**src/rtl/gbnm_pkg.sv**
```systemverilog
// Package: shared types and constants for greedy box NMS with merge.
package gbnm_pkg;

   localparam logic [15:0] IOU_THR_RESET   = 16'd29491;
   localparam logic [15:0] MERGE_IOU_RESET = 16'd58982;
   localparam logic [15:0] MERGE_TOL_RESET = 16'd9830;

   localparam logic [1:0] REG_IOU_THR   = 2'd0;
   localparam logic [1:0] REG_MERGE_IOU = 2'd1;
   localparam logic [1:0] REG_MERGE_TOL = 2'd2;

   typedef enum logic [2:0] {
      ST_IDLE,
      ST_READ,
      ST_CMP,
      ST_WRITE,
      ST_OUT
   } state_type;

   typedef struct packed {
      logic [15:0] iou_thr;
      logic [15:0] merge_iou;
      logic [15:0] merge_tol;
   } cfg_type;

endpackage

```
**src/rtl/gbnm_cfg.sv**
```systemverilog
// Configuration register file for the NMS thresholds.
module gbnm_cfg (
   input  logic                 clock,
   input  logic                 reset,
   input  logic                 csr_valid,
   output logic                 csr_ready,
   input  logic [1:0]           csr_index,
   input  logic [15:0]          csr_data,
   output gbnm_pkg::cfg_type    cfg
);
   import gbnm_pkg::*;

   cfg_type cfg_ff;

   assign csr_ready = 1'b1;
   assign cfg = cfg_ff;

   always_ff @(posedge clock) begin
      if (reset) begin
         cfg_ff.iou_thr   <= IOU_THR_RESET;
         cfg_ff.merge_iou <= MERGE_IOU_RESET;
         cfg_ff.merge_tol <= MERGE_TOL_RESET;
      end else if (csr_valid) begin
         unique case (csr_index)
            REG_IOU_THR:   cfg_ff.iou_thr   <= csr_data;
            REG_MERGE_IOU: cfg_ff.merge_iou <= csr_data;
            REG_MERGE_TOL: cfg_ff.merge_tol <= csr_data;
            default: ;
         endcase
      end
   end
endmodule

```
**config.mk**
```make
export PLATFORM = sky130hd
export DESIGN_NAME = gbnm_cfg
export DESIGN_NICKNAME = d
export VERILOG_FILES = /design/src/rtl/gbnm_pkg.sv /design/src/rtl/gbnm_cfg.sv
export SDC_FILE = /design/constraint.sdc
export NUM_CORES = 1
export LEC_CHECK = 0
export ABC_AREA = 1
export BUFFER_PORTS_ARGS = -buffer_cell sky130_fd_sc_hd__buf_2
export CAP_MARGIN = 0
export CORE_UTILIZATION = 30
export CTS_CLUSTER_DIAMETER = 80
export DETAILED_ROUTE_END_ITERATION = 8
export PLACE_DENSITY = 0.5
export SKIP_CTS_REPAIR_TIMING = 1
export SYNTH_ARGS = -nofsm -noshare
export SYNTH_HDL_FRONTEND = slang
export SYNTH_SLANG_ARGS = --single-unit
```
**constraint.sdc**
```tcl
create_clock -name clock -period 1 [get_ports clock]
set_input_delay 0.05 -clock clock [delete_from_list [all_inputs] [get_ports clock]]
set_output_delay 0.05 -clock clock [all_outputs]
set_load 0.01 [all_outputs]
```
==> results by group <==
Detailed routing
  • WL/cell: between 10 and 15 um
  • Vias: ~1900
  • 1st-pass router iterations: 4
  • Wirelength, routed: slightly above 5000 um
  • ANT nets after route: 0
  • 1st-iter DRT viols: between 90 and 100
  • Post-route DRC: 0
  • Vias per cell: ~4.5

Timing
  • Max-slew violations: 0
  • Final Setup Violations: 0
  • Final hold viol count: 0
  • Final worst-path cycle share: a little under nine tenths
  • Setup Skew: 0 ns
  • RSZ-0062 raised after global routing: false
  • Minimum clock period after layout: roughly 0.86 ns
  • Setup TNS: 0 ns
  • FMAX: ~1.2 GHz

Worst setup path
  • Worst r2r src: cfg[0]$_SDFFE_PP0P_
  • Worst setup startpoint: cfg[42]$_SDFFE_PP0P_
  • FF-to-FF path depth: 4
  • Crit path cell chain: buf_2
  • Delay-heaviest family, CP: flip-flops
  • Critical Path AT: roughly 0.81 ns
  • Worst path depth: 1
  • Buf+Inv Stages, Crit Path: 1
  • Delay of the slowest critical-path stage: around 0.37 ns
  • Critical path capture point type: primary output
  • Worst-path fanout max: 2
  • Crit Path Category: register to primary output
  • CP max-delay cell: dfxtp_1
  • Register-to-register setup slack: about 0.37 ns
  • Worst EP required: 0.95 ns
  • Worst Setup Start Kind: register

Yosys
  • Number of flops mapped to enable cells by yosys: 0
  • Synth Area in Simple Gates: 37.6%
  • Synth Flop Type: dfxtp_1
  • Mux cell area share after synthesis: 0%
  • Seq cells post-synth: 48
  • Most numerous cell in the Yosys netlist: nand2_1
  • Post-synth top cells: nand2_1, dfxtp_1, nand3_1
  • Post-synth top area share: between 50% and 60%
  • Post-Syn Area: 0.00191 mm2
  • Synth top area cells: dfxtp_1, nand2_1, nand3_1
  • Syn Area/Cell: just over 7 um2
  • Post-synth ARST share: 0%
  • Yosys cell types: 15
  • Main combinational cell family by area after synthesis: simple AND/OR/NAND/NOR gates
  • Synth Area in Compound Gates: 1.84%
  • Post-Synth XOR/XNOR Area: 0%
  • Synthesis warning total: 0
  • Mapped Cells: around 270
  • Top cell type by total area after synthesis: dfxtp_1
  • Syn nets: roughly 290
  • Post-Synth Adder-Cell Area: 0%
  • Seq/Total Area, Yosys: between 50% and 60%

Clocking
  • Clock-pin slew on the worst setup and hold paths: about 0.1 ns
  • H-tree depth: 2
  • Clock latency on the worst-skew pair: roughly 0.30 ns
  • Longest Clk Path Bufs: 2
  • TritonCTS clock tree: built
  • CTS buffer count: 5
  • Clk sinks: 48
  • CTS Root Buffer Type: clkbuf_8

Min path
  • Worst Hold Class: input port to register
  • Hold Crit Start: csr_data[7]
  • Hold Path Cell Cnt: 3

Floorplan
  • # IOs: 70
  • Die Ht: 81.8 um
  • # rows: 28
  • Total die area: between 0.006 and 0.007 mm2
  • CORE AREA: roughly 0.0060 mm2
  • Die span in x: 81.8 um
  • Initial Util: a little under a third

Global route
  • Global Route Usage Sum: ~15%
  • Pin count of the biggest net entering global routing: between 40 and 50
  • Number of global-route vias before repair: roughly 1600
  • First-pass GRT wire length: 7850 um
  • Total grt overflow: 0
  • Initial antenna violation count: 0

Cells and area
  • # diodes: 0
  • Nets: between 300 and 400
  • Max reg flops: 48
  • Area growth from synthesis to layout: 31.0%
  • Multi-input gate area: 756 um2
  • Register area: just under 0.001 mm2
  • Ratio of cells with drive above 1 in the final layout: 27.8%
  • Filler cell count: around 640

Placed design
  • DP HPWL: 3440 um
  • RD Place Congestion: around 0.74
  • IO Port Bufs: 68

Power and ir drop
  • PnR Total Power: between 4 and 5 mW
  • Cell Pwr Density: between 1500 and 2000 mW/mm2
  • Leakage power: 1.32 nW
  • Worst VDD drop: just over 500 uV

Outcome
  • Status: finished clean

Flow run
  • Max-cap violations: 0
==> path summary, 6_finish.rpt <==
path	to
max	cfg[42]
min	cfg[23]$_SDFFE_PP0P_
max reg2reg	cfg[0]$_SDFFE_PP0P_
min reg2reg	cfg[2]$_SDFFE_PP1P_
==> through the flow <==
stage                     std cells  setup slack [ns]  instance area (um2)  hold WS (ns)  utilization [%]
after CTS                       410             0.124                 2500      0.000692             41.5
after detailed placement        402            0.0937                 2380         0.327             39.6
after global placement          402             0.116                 2380         0.318             39.6
after global routing            410            0.0825                 2500        0.0128             41.5
after floorplan                 265             0.148                 1910         0.185                -
final                           410             0.141                 2500       0.00501             41.5
==> cell type report <==
cell class | count | area share (%)
inverter | 26 | 3.91
clock inverter | 3 | 1.85
multi-input combinational | 172 | 30.2
sequential | 48 | 38.5
tap | 75 | 3.76
clock buffer | 5 | 2.75
timing repair buffer | 81 | 19.0
==> kinds of logic after synthesis <==
family | after synthesis
flops | 48
buf+inv | 45
other cells | 1
simple gates | 164
compound gates | 7
==> layout by cell type (no fill, tap or decap), drive strengths merged <==
master and n:
nand3 43, bufinv 1, inv 27, clkinvlp 1
a21oi 7, buf 81, conb 1, clkbuf 5
nor2 40, dfxtp 48, nand4 16, nand2 65
==> worst register-to-register path: cells and delay by family, from the launching register on <==
family                 cells  cell delay [ns]
DFF                        1             0.36
and+or+nand+nor            3             0.18
buffers and inverters      1             0.04
==> per-layer routing <==
metal,vias to the layer above,global-route usage [%],wire [um]
met2,36,24.0,2320
met5,-,0,0
met1,834,20.6,2490
met4,0,6.32,70
li1,977,-,-
met3,6,3.00,176
==> power by group <==
part / internal, mW / switching, mW
registers: 2.01 / 0.0504
clock network: 0.754 / 0.704
logic: 0.225 / 0.337
Note: power is estimated with default switching activity, not from simulation.
